--- config.mk ---
export PLATFORM = sky130hd
export DESIGN_NAME = pll_frequency_register_planner_top
export DESIGN_NICKNAME = d
export VERILOG_FILES = /design/src/hw/rtl/pfrp_pkg.sv /design/src/hw/rtl/pfrp_front.sv /design/src/hw/rtl/pfrp_queue.sv /design/src/hw/rtl/pfrp_back.sv /design/src/hw/rtl/pll_frequency_register_planner_top.sv
export SDC_FILE = /design/constraint.sdc
export NUM_CORES = 1
export LEC_CHECK = 0
export BUFFER_PORTS_ARGS = -buffer_cell sky130_fd_sc_hd__buf_4
export CORE_MARGIN = 5
export CORE_UTILIZATION = 64
export DETAILED_ROUTE_END_ITERATION = 8
export PLACE_DENSITY = 0.83
export SLEW_MARGIN = 20
export SYNTH_ARGS = -nofsm -noshare
export SYNTH_HDL_FRONTEND = slang
export SYNTH_SLANG_ARGS = --single-unit
--- constraint.sdc ---
create_clock -name clk -period 7 [get_ports clk]
set_clock_uncertainty 0.1 [all_clocks]
set_input_delay 0.35 -clock clk [delete_from_list [all_inputs] [get_ports clk]]
set_output_delay 0.35 -clock clk [all_outputs]
set_load 0.02 [all_outputs]
--- src/hw/rtl/pfrp_pkg.sv ---
`timescale 1ns / 1ps
`default_nettype none

package pfrp_pkg;

	localparam int FREQ_W = 20;
	localparam int X_W = 23;
	localparam int RECIP_W = 18;
	localparam int PROD_W = X_W + RECIP_W;
	localparam int INT_W = 8;
	localparam int INT_FIELD_W = 16;
	localparam int KHZ_W = 18;
	localparam int WORD_W = 32;

	localparam logic [X_W-1:0] REF_KHZ = X_W'(25000);
	localparam logic [X_W-1:0] HALF_REF_KHZ = X_W'(25000 / 2);
	// floor(2^32 / 25000); the estimate is low by at most one.
	localparam logic [RECIP_W-1:0] REF_RECIP = RECIP_W'(171798);
	localparam int RECIP_SHIFT = 32;

	localparam logic [FREQ_W-1:0] BAND_MIN = FREQ_W'(35000);
	localparam logic [FREQ_W-1:0] BAND_64_PS8 = FREQ_W'(56250);
	localparam logic [FREQ_W-1:0] BAND_32_PS4 = FREQ_W'(68750);
	localparam logic [FREQ_W-1:0] BAND_32_PS8 = FREQ_W'(112500);
	localparam logic [FREQ_W-1:0] BAND_16_PS4 = FREQ_W'(137500);
	localparam logic [FREQ_W-1:0] BAND_16_PS8 = FREQ_W'(225000);
	localparam logic [FREQ_W-1:0] BAND_MAX = FREQ_W'(250000);

	localparam logic [1:0] DIV_CODE_16 = 2'd0;
	localparam logic [1:0] DIV_CODE_32 = 2'd1;
	localparam logic [1:0] DIV_CODE_64 = 2'd2;
	localparam logic [2:0] DIV_FIELD_BASE = 3'b100;
	localparam logic [2:0] DIV_SHIFT_BASE = 3'd4;

	localparam logic [WORD_W-1:0] WORD4_RESET = 32'h00E1403C;
	localparam logic [WORD_W-1:0] WORD1_RESET = 32'h000083E9;
	localparam logic [WORD_W-1:0] WORD0_RESET = 32'h00400000;

	typedef struct packed {
		logic       err;
		logic [1:0] code;
		logic       ps8;
	} band_t;

	typedef struct packed {
		band_t            band;
		logic [INT_W-1:0] intv;
		logic [KHZ_W-1:0] khz;
	} q_entry_t;

	typedef enum logic [1:0] {
		RK_ERR,
		RK_W4,
		RK_W1,
		RK_W0
	} rkind_t;

endpackage

`default_nettype wire

--- src/hw/rtl/pfrp_front.sv ---
`timescale 1ns / 1ps
`default_nettype none

module pfrp_front (
	input  wire logic                         clk,
	input  wire logic                         arst_n,
	input  wire logic                         in_valid,
	output logic                              in_stall,
	input  wire logic [pfrp_pkg::FREQ_W-1:0]  freq_khz,
	input  wire logic                         q_full,
	output logic                              push,
	output pfrp_pkg::q_entry_t                push_data
);
	import pfrp_pkg::*;

	logic en;
	logic v_s1, v_s2, v_s3, v_s4;
	band_t band_d, band_s1, band_s2, band_s3;
	logic [X_W-1:0] x_d, x_s1, x_s2, x_s3;
	logic [PROD_W-1:0] prod_s2;
	logic [INT_W-1:0] q0_s3;
	logic [X_W-1:0] qm_s3;
	logic [X_W-1:0] rem;
	logic corr;
	logic [X_W-1:0] scaled;
	logic [2:0] shamt_d, shamt_s3;
	q_entry_t ent_s4;

	assign en = !v_s4 || !q_full;
	assign in_stall = !en;
	assign push = v_s4 && !q_full;
	assign push_data = ent_s4;

	always_comb begin
		band_d = '0;
		if (freq_khz < BAND_MIN || freq_khz > BAND_MAX) begin
			band_d.err = 1'b1;
		end else if (freq_khz < BAND_64_PS8) begin
			band_d.code = DIV_CODE_64;
		end else if (freq_khz < BAND_32_PS4) begin
			band_d.code = DIV_CODE_64;
			band_d.ps8 = 1'b1;
		end else if (freq_khz < BAND_32_PS8) begin
			band_d.code = DIV_CODE_32;
		end else if (freq_khz < BAND_16_PS4) begin
			band_d.code = DIV_CODE_32;
			band_d.ps8 = 1'b1;
		end else if (freq_khz < BAND_16_PS8) begin
			band_d.code = DIV_CODE_16;
		end else begin
			band_d.code = DIV_CODE_16;
			band_d.ps8 = 1'b1;
		end
	end

	assign shamt_d = DIV_SHIFT_BASE + {1'b0, band_d.code};
	assign x_d = X_W'({{(X_W + 6 - FREQ_W){1'b0}}, freq_khz} << shamt_d) + HALF_REF_KHZ;

	assign shamt_s3 = DIV_SHIFT_BASE + {1'b0, band_s3.code};
	assign rem = x_s3 - qm_s3;
	assign corr = rem >= REF_KHZ;
	assign scaled = qm_s3 + (corr ? REF_KHZ : '0);

	always_ff @(posedge clk or negedge arst_n) begin
		if (!arst_n) begin
			v_s1 <= 1'b0;
			v_s2 <= 1'b0;
			v_s3 <= 1'b0;
			v_s4 <= 1'b0;
		end else if (en) begin
			v_s1 <= in_valid;
			v_s2 <= v_s1;
			v_s3 <= v_s2;
			v_s4 <= v_s3;
		end
	end

	always_ff @(posedge clk) begin
		if (en) begin
			band_s1 <= band_d;
			x_s1 <= x_d;
			band_s2 <= band_s1;
			x_s2 <= x_s1;
			prod_s2 <= PROD_W'(x_s1) * PROD_W'(REF_RECIP);
			band_s3 <= band_s2;
			x_s3 <= x_s2;
			q0_s3 <= prod_s2[RECIP_SHIFT +: INT_W];
			qm_s3 <= X_W'(prod_s2[RECIP_SHIFT +: INT_W] * REF_KHZ);
			ent_s4.band <= band_s3;
			ent_s4.intv <= q0_s3 + INT_W'(corr);
			ent_s4.khz <= KHZ_W'(scaled >> shamt_s3);
		end
	end

endmodule

`default_nettype wire

--- src/hw/rtl/pfrp_queue.sv ---
`timescale 1ns / 1ps
`default_nettype none

module pfrp_queue #(
	parameter int DEPTH = 2
) (
	input  wire logic               clk,
	input  wire logic               arst_n,
	input  wire logic               push,
	input  wire pfrp_pkg::q_entry_t push_data,
	output logic                    full,
	input  wire logic               pop,
	output pfrp_pkg::q_entry_t      head,
	output logic                    nonempty
);
	import pfrp_pkg::*;

	localparam int PW = (DEPTH > 1) ? $clog2(DEPTH) : 1;
	localparam int CW = $clog2(DEPTH + 1);
	localparam logic [PW-1:0] LAST = PW'(DEPTH - 1);

	q_entry_t mem_q [DEPTH];
	logic [PW-1:0] wr_ptr_q, rd_ptr_q;
	logic [CW-1:0] cnt_q;

	assign full = cnt_q == CW'(DEPTH);
	assign nonempty = cnt_q != '0;
	assign head = mem_q[rd_ptr_q];

	always_ff @(posedge clk or negedge arst_n) begin
		if (!arst_n) begin
			wr_ptr_q <= '0;
			rd_ptr_q <= '0;
			cnt_q <= '0;
		end else begin
			if (push) begin
				wr_ptr_q <= (wr_ptr_q == LAST) ? '0 : wr_ptr_q + 1'b1;
			end
			if (pop) begin
				rd_ptr_q <= (rd_ptr_q == LAST) ? '0 : rd_ptr_q + 1'b1;
			end
			if (push && !pop) begin
				cnt_q <= cnt_q + 1'b1;
			end else if (pop && !push) begin
				cnt_q <= cnt_q - 1'b1;
			end
		end
	end

	always_ff @(posedge clk) begin
		if (push) begin
			mem_q[wr_ptr_q] <= push_data;
		end
	end

endmodule

`default_nettype wire

--- src/hw/rtl/pfrp_back.sv ---
`timescale 1ns / 1ps
`default_nettype none

module pfrp_back (
	input  wire logic                        clk,
	input  wire logic                        arst_n,
	input  wire pfrp_pkg::q_entry_t          head,
	input  wire logic                        nonempty,
	output logic                             pop,
	output logic                             out_valid,
	input  wire logic                        out_stall,
	output logic [pfrp_pkg::WORD_W-1:0]      reg_word,
	output logic                             is_error,
	output logic [pfrp_pkg::KHZ_W-1:0]       programmed_khz,
	output logic                             is_last
);
	import pfrp_pkg::*;

	logic [1:0] cur_code_q;
	logic cur_ps8_q;
	logic [WORD_W-1:0] word4_q, word1_q, word0_q;
	logic out_valid_q;
	logic [WORD_W-1:0] word_q;
	logic err_q, last_q;
	logic [KHZ_W-1:0] khz_q;

	logic ld, fire;
	rkind_t kind;
	logic [WORD_W-1:0] new4, new1, new0;
	logic [WORD_W-1:0] word_d;
	logic err_d, last_d;
	logic [KHZ_W-1:0] khz_d;

	assign ld = !out_valid_q || !out_stall;
	assign fire = ld && nonempty;

	// The shadow copies update as each word goes out, so the next compare
	// on the same request moves on to the following word.
	always_comb begin
		if (head.band.err) begin
			kind = RK_ERR;
		end else if (head.band.code != cur_code_q) begin
			kind = RK_W4;
		end else if (head.band.ps8 != cur_ps8_q) begin
			kind = RK_W1;
		end else begin
			kind = RK_W0;
		end
	end

	assign new4 = {word4_q[31:23], DIV_FIELD_BASE + {1'b0, head.band.code}, word4_q[19:0]};
	assign new1 = {word1_q[31:28], head.band.ps8, word1_q[26:0]};
	assign new0 = {word0_q[31], INT_FIELD_W'(head.intv), word0_q[14:0]};

	always_comb begin
		word_d = '0;
		err_d = 1'b0;
		khz_d = '0;
		last_d = 1'b0;
		pop = 1'b0;
		case (kind)
			RK_ERR: begin
				err_d = 1'b1;
				last_d = 1'b1;
				pop = fire;
			end
			RK_W4: begin
				word_d = new4;
			end
			RK_W1: begin
				word_d = new1;
			end
			RK_W0: begin
				word_d = new0;
				khz_d = head.khz;
				last_d = 1'b1;
				pop = fire;
			end
			default: begin
				word_d = '0;
			end
		endcase
	end

	always_ff @(posedge clk or negedge arst_n) begin
		if (!arst_n) begin
			cur_code_q <= DIV_CODE_64;
			cur_ps8_q <= 1'b0;
			word4_q <= WORD4_RESET;
			word1_q <= WORD1_RESET;
			word0_q <= WORD0_RESET;
			out_valid_q <= 1'b0;
		end else begin
			if (ld) begin
				out_valid_q <= nonempty;
			end
			if (fire) begin
				case (kind)
					RK_W4: begin
						word4_q <= new4;
						cur_code_q <= head.band.code;
					end
					RK_W1: begin
						word1_q <= new1;
						cur_ps8_q <= head.band.ps8;
					end
					RK_W0: begin
						word0_q <= new0;
					end
					default: begin
						cur_code_q <= cur_code_q;
					end
				endcase
			end
		end
	end

	always_ff @(posedge clk) begin
		if (fire) begin
			word_q <= word_d;
			err_q <= err_d;
			khz_q <= khz_d;
			last_q <= last_d;
		end
	end

	assign out_valid = out_valid_q;
	assign reg_word = word_q;
	assign is_error = err_q;
	assign programmed_khz = khz_q;
	assign is_last = last_q;

endmodule

`default_nettype wire

--- src/hw/rtl/pll_frequency_register_planner_top.sv ---
// Channel  | Handshake            | Payload
// request  | in_valid, in_stall   | freq_khz
// result   | out_valid, out_stall | reg_word, is_error, programmed_khz, is_last
//
// A request passes a four-stage front pipeline (band select, scale, reciprocal
// multiply, rounding fix) and waits in a short queue for the back end.
// The back end sends one word per cycle from its output register while out_stall
// is low, so a request produces one to three words there.
// Reset returns the shadow words and divider/prescaler to their power-up values.
// Either side may stall; the queue lets the front keep accepting while it has room.
`timescale 1ns / 1ps
`default_nettype none

module pll_frequency_register_planner_top #(
	parameter int QUEUE_DEPTH = 2
) (
	input  wire logic                        clk,
	input  wire logic                        arst_n,
	input  wire logic                        in_valid,
	output logic                             in_stall,
	input  wire logic [pfrp_pkg::FREQ_W-1:0] freq_khz,
	output logic                             out_valid,
	input  wire logic                        out_stall,
	output logic [pfrp_pkg::WORD_W-1:0]     reg_word,
	output logic                             is_error,
	output logic [pfrp_pkg::KHZ_W-1:0]      programmed_khz,
	output logic                             is_last
);
	import pfrp_pkg::*;

	logic q_full, push, pop, nonempty;
	q_entry_t push_data, head;

	pfrp_front u_front (
		.clk       (clk),
		.arst_n    (arst_n),
		.in_valid  (in_valid),
		.in_stall  (in_stall),
		.freq_khz  (freq_khz),
		.q_full    (q_full),
		.push      (push),
		.push_data (push_data)
	);

	pfrp_queue #(
		.DEPTH (QUEUE_DEPTH)
	) u_queue (
		.clk       (clk),
		.arst_n    (arst_n),
		.push      (push),
		.push_data (push_data),
		.full      (q_full),
		.pop       (pop),
		.head      (head),
		.nonempty  (nonempty)
	);

	pfrp_back u_back (
		.clk            (clk),
		.arst_n         (arst_n),
		.head           (head),
		.nonempty       (nonempty),
		.pop            (pop),
		.out_valid      (out_valid),
		.out_stall      (out_stall),
		.reg_word       (reg_word),
		.is_error       (is_error),
		.programmed_khz (programmed_khz),
		.is_last        (is_last)
	);

endmodule

`default_nettype wire

==> results of run 1 <==
## metrics by stage
step / hold slack (ns) / util (%) / std cells / instance area [um2] / setup slack [ns]
after floorplan: -0.0456 / - / 1583 / 18500 / 1.31
after global placement: 0.0953 / 67.1 / 1981 / 19100 / 0.987
after detailed placement: 0.0996 / 67.1 / 1981 / 19100 / 0.858
after CTS: 0.0787 / 70.2 / 2028 / 20000 / 0.848
after global routing: 0.0928 / 70.3 / 2029 / 20100 / 0.570
final: 0.110 / 70.3 / 2029 / 20100 / 0.860
## layout by cell type (no fill, tap or decap), types with 12 or more instances in the layout
cell type / count
a21oi_1: 43
a31oi_1: 16
buf_4: 73
clkbuf_16: 25
conb_1: 12
edfxtp_1: 225
fa_1: 139
ha_1: 242
inv_1: 284
mux2i_1: 45
nand2_1: 67
nand3_1: 26
nor2_1: 69
nor2b_1: 27
nor3_1: 18
o21ai_0: 41
xnor2_1: 56
xor2_1: 24
## area by class of cell
cell class / instances / area [um2] / area share [%]
multi-input cells: 1001 / 9990 / 49.8
flip-flops and latches: 237 / 7060 / 35.2
inverters: 286 / 1070 / 5.35
clock buffers: 25 / 626 / 3.12
repair buffers: 77 / 606 / 3.02
well taps: 384 / 480 / 2.39
clock inverters: 19 / 234 / 1.17
## path summary, 6_finish.rpt
kind	slack, ns	to	depth (start not counted)
max in group asynchronous	6.44	u_back.cur_code_q[1]$_DFFE_PN1P_	2
worst max register to register	0.86	u_front.prod_s2[39]$_DFFE_PN_	21
worst min register to register	0.32	u_front.band_s3[0]$_DFFE_PN_	0
worst min-delay path	0.11	u_front.x_s1[4]$_DFFE_PN_	2
min in group asynchronous	0.13	u_back.cur_code_q[0]$_DFFE_PN0P_	2
worst max-delay path	0.86	u_front.prod_s2[39]$_DFFE_PN_	21
## cell families (layout without fill, tap and decap cells)
family	Yosys count	count (layout)	share of synthesized area, %
muxes	51	51	2.81
AOI/OAI and AO/OA	203	203	7.97
and+or+nand+nor	274	274	7.77
xor gates and xnor gates	80	80	3.80
buffers and inverters	345	407	7.75
adders and majority gates	381	381	31.6
DFF	237	237	38.3
other	1	12	0.0204
## flip-flops by register name, summed over array words and instances (netlist names), 2 cells and up
register,cells
u_front.push_data,30
u_front.band_s1,4
u_front.band_s2,4
u_back.cur_code_q,2
u_queue.mem_q,60
u_front.x_s3,19
u_back.programmed_khz,18
u_front.q0_s3,8
u_front.x_s1,19
u_back.reg_word,12
u_front.x_s2,19
u_queue.cnt_q,2
u_front.qm_s3,18
u_front.band_s3,4
u_front.prod_s2,8
## synth_stat cells, drive strengths merged, types with 6 or more instances
master / count
a211oi: 6
a21o: 9
a21oi: 45
a31oi: 16
and4: 6
buf: 36
clkbuf: 23
dfrtp: 11
edfxtp: 225
fa: 139
ha: 242
inv: 286
mux2: 6
mux2i: 45
nand2: 67
nand2b: 12
nand3: 26
nand4: 6
nor2: 70
nor2b: 27
nor3: 19
o211ai: 8
o21a: 6
o21ai: 48
o21bai: 7
or2: 6
or3: 10
xnor2: 56
xor2: 24
## layer usage
metal	global-route usage, %	vias to the layer above
met2	41.8	316
met5	0	-
met3	3.11	99
li1	-	5467
met1	26.2	5619
met4	7.53	0
## timing repair
item | 4_1_cts | 5_1_grt
endpoints found under the setup margin | 0 | 0
hold buffers | 3 | 0
endpoints found under the hold margin | 14 | 0
==> flow_summary.toml, run 1 <==
[run_status]
status = "completed"

[logic_synthesis]
yosysTopAreaCell = "edfxtp_1"
synth_edf_count = 225
ys_seq_elements = 237
synthTopCellsByArea = "edfxtp_1 37%, ha_1 16%, fa_1 15%"
syn_area_mm2 = 0.0184
synth_ff_type = "edfxtp_1"
synthArstFlopShare_pct = 5.06
synth_cell_types = 82
netlist_instances = 1572
synth_top_area_share_pct = 36.7
ys_seq_area_share_pct = 38.3
yosys_warnings = 0
syn_area_per_cell_um2 = 11.7

[route]
wl_met3_um = 1610
vias = 11500
wl_met2_um = 19000
routed_wl_um = 35300
wl_per_cell_um = 17.4
route.detailed.drc = 0
wl_met1_um = 13400
drt_iter0_markers = 610
routed.top_layer = "met4"
antenna_left = 0
routed_via_density = 5.67
drt_pre_antenna_iters = 5

[worst_setup_path]
crit_start = "u_front.x_s1[11]$_DFFE_PN_"
max_stage_delay_ns = 0.67
crit_arrival_ns = 6.32
path_buf_inv = 4
worstPathRequired_ns = 7.18
path_common_cell = "fa_1"
slowest_stage = "edfxtp_1"
path_cells = "fa_1, ha_1, inv_1, fa_1, inv_1, fa_1, inv_1, fa_1, inv_1, fa_1, ha_1, a21o_1, a21o_1, a21oi_1, o21ai_0, a31oi_1, a31oi_1, a211o_1, a21oi_1, o21ba_2, xnor2_1"
r2r-start = "u_front.x_s1[11]$_DFFE_PN_"
start_kind = "register"
critPathTopFamily = "adder cells"
endpoint_kind = "register"
worstPathMaxFanout = 11
critical_path_class = "reg2reg"

[die]
initial_core_util_pct = 64.5
die_w_um = 180
ioPinCount = 78
dieArea_mm2 = 0.0323
core_area_mm2 = 0.0285
rows = 62
fp.dieH_um = 180

[cts]
cts_buffers = 25
clk_pin_slew_ns = 0.06
postCtsResizedCells = 0
post-cts-setup-buffers = 0
clk-insertion-delay-late_ns = 0.54
h-tree-depth = 1
clockBufferDepth = 3
cts_root_buf = "clkbuf_16"
cts_tree = "yes"
clock-sinks = 237

[place]
globalplace.congestion = 0.875
port_buffers = 65
dp_hpwl_um = 27300

[sta]
setup_viol = 0
fmax_mhz = 163
finalCritPeriodShare_pct = 87.7
rsz0062_at_grt = "false"
hold_violations = 0
min_period_ns = 6.14
max-slew-margin-rel_pct = 28.9
fin_tns_setup_ns = 0
slew_viol_final = 0
tightestPinTransition_ns = 1.07

[hold_path]
hold_class = "in2reg"
worstHoldStart = "freq_khz[0]"

[global_routing]
antenna_found_initial = 0
grt_pass1_wl_um = 59400
grt_max_degree = 81
grt_usage_pct = 22.3
grt_pass1_vias = 12200
grt_overflow = 0

[finish]
nets = 2033
area_growth_pct = 8.94
layout-drive-gt1-share_pct = 9.85
num_antenna_cells = 0
fill_cells = 1974

[job]
cap_violations = 0
Power of run 1 is left out: the tool's default activity adds up to more than one toggle a clock period on the data nets, which glitch-free logic cannot reach.
==> run 2: changes to the inputs <==
CORE_UTILIZATION = 65   (was 64)
CTS_BUF_LIST = sky130_fd_sc_hd__clkbuf_2 sky130_fd_sc_hd__clkbuf_4 sky130_fd_sc_hd__clkbuf_8   (was unset)
PLACE_DENSITY = 0.84   (was 0.83)
==> run 2 against run 1 <==
Die area fell by 1.5%. Clock-buffer cell count is 27 higher. Maximum frequency fell by 1.5%. Cell count rose by 0.94%. Hold slack got worse by 0.013 ns. Critical path type unchanged. Highest routed layer unchanged.
==> flow_summary.toml, run 2 (synthesis gave the netlist of run 1 again) <==
[cts]
cts_buffers = 39
postCtsResizedCells = 0
h-tree-depth = 2
clk-insertion-delay-late_ns = 0.55
cts_root_buf = "clkbuf_8"
clock-sinks = 237
post-cts-setup-buffers = 0
clockBufferDepth = 3
cts_tree = "yes"
ctsHoldBuffers = 3
clk_pin_slew_ns = 0.06

[global_routing]
grt_overflow = 0
grt_usage_pct = 23.9
antenna_found_initial = 0
grt_pass1_wl_um = 60500
grt_max_degree = 74
grt_pass1_vias = 12500

[route]
routed_via_density = 5.68
wl_per_cell_um = 17.8
routed_wl_um = 36400
antenna_left = 0
vias = 11600
route.detailed.drc = 0
drt_pre_antenna_iters = 5
drt_iter0_markers = 628

[finish]
fill_cells = 1847
seq_area_mm2 = 0.00706
num_antenna_cells = 0
multi_input_area_mm2 = 0.00999
area_growth_pct = 8.39
largest_reg_flops = 60
layout_commonest_cell = "inv_1"
fin_cells = 2048
regMostFlops = "u_queue.mem_q"
final_cell_mix = "284 x inv_1, 242 x ha_1, 225 x edfxtp_1, 139 x fa_1, 75 x buf_4"
layout-drive-gt1-share_pct = 11.1
nets = 2048

[die]
fp.dieH_um = 178
die_w_um = 178
rows = 61
core_area_mm2 = 0.0279
dieArea_mm2 = 0.0318
initial_core_util_pct = 66.1
ioPinCount = 78

[sta]
min_period_ns = 6.24
worst_slack_ns = 0.763
tightestPinTransition_ns = 0.974
max-slew-margin-rel_pct = 35.1
rsz0062_at_grt = "false"
slew_viol_final = 0
setup_viol = 0
finalCritPeriodShare_pct = 89.1
fin_tns_setup_ns = 0
fmax_mhz = 160
hold_violations = 0

[worst_setup_path]
start_kind = "register"
worstPathMaxFanout = 11
crit_start = "u_front.x_s1[8]$_DFFE_PN_"
critical_path_class = "reg2reg"
r2r-start = "u_front.x_s1[8]$_DFFE_PN_"
crit_arrival_ns = 6.43
endpoint_kind = "register"
worstPathRequired_ns = 7.20

[place]
dpl_worst_slack_ns = 0.850
dp_cells = 1977
dp_hpwl_um = 27900
globalplace.congestion = 0.903
port_buffers = 65

[job]
cap_violations = 0

[hold_path]
hold_class = "in2async"

[run_status]
status = "completed"
## run 2: cell types whose count changed in the layout (fill, tap and decap cells not counted), moves of 2 or more
cell	previous run	this run
inv_8	0	2
buf_4	73	75
inv_6	3	0
bufinv_16	4	1
clkinv_2	0	4
clkinv_4	2	0
clkbuf_4	0	9
clkbuf_8	0	43
clkbuf_16	25	0
## run 2: final cells by class
type / count / share of cell area (%)
multi-input combinational: 1001 / 50.0
sequential: 237 / 35.4
inverter: 286 / 5.38
clock buffer: 52 / 3.30
timing repair buffer: 78 / 2.97
tap: 378 / 2.37
clock inverter: 16 / 0.595
## run 2: layer usage
metal	part of all wire (%)	global-route usage [%]	up-vias
li1	-	-	5505
met1	38	28.1	5661
met2	53	44.0	354
met3	4.5	3.48	104
met4	4.1	9.72	0
met5	0	0	-
## run 2: final timing paths
check	endpoint	depth (start not counted)	slack, ns
min reg2reg	u_front.x_s3[19]$_DFFE_PN_	0	0.32
min in group clk	u_front.x_s1[4]$_DFFE_PN_	2	0.13
min	u_front.v_s1$_DFFE_PN0N_	2	0.1
max in group asynchronous	u_back.cur_code_q[1]$_DFFE_PN1P_	2	6.46
max reg2reg	u_front.prod_s2[39]$_DFFE_PN_	21	0.76
max	u_front.prod_s2[39]$_DFFE_PN_	21	0.76
## run 2: worst max-delay path: stages (launching register included)
cell and delay [ns]:
edfxtp_1 0.63, ha_1 0.40, inv_1 0.05, fa_1 0.50, inv_1 0.05, fa_1 0.51, fa_1 0.54, fa_1 0.56
inv_1 0.06, fa_1 0.53, inv_1 0.04, ha_1 0.29, nand2_1 0.06, nor2_1 0.12, nand4_1 0.15, nor3_1 0.20
o21ai_0 0.15, a31oi_1 0.37, a211o_1 0.22, a21oi_1 0.10, o21ba_2 0.21, xnor2_1 0.11
## run 2: per-stage QoR
stage	hold slack, ns	area, um2	util (%)
final	0.0971	20000	71.7
after global routing	0.0867	20000	71.7
after CTS	0.0463	20000	71.7
after detailed placement	0.103	19200	68.8
after global placement	0.0975	19200	68.8
after floorplan	-0.0456	18500	-
Power of run 2 is left out for the same reason.
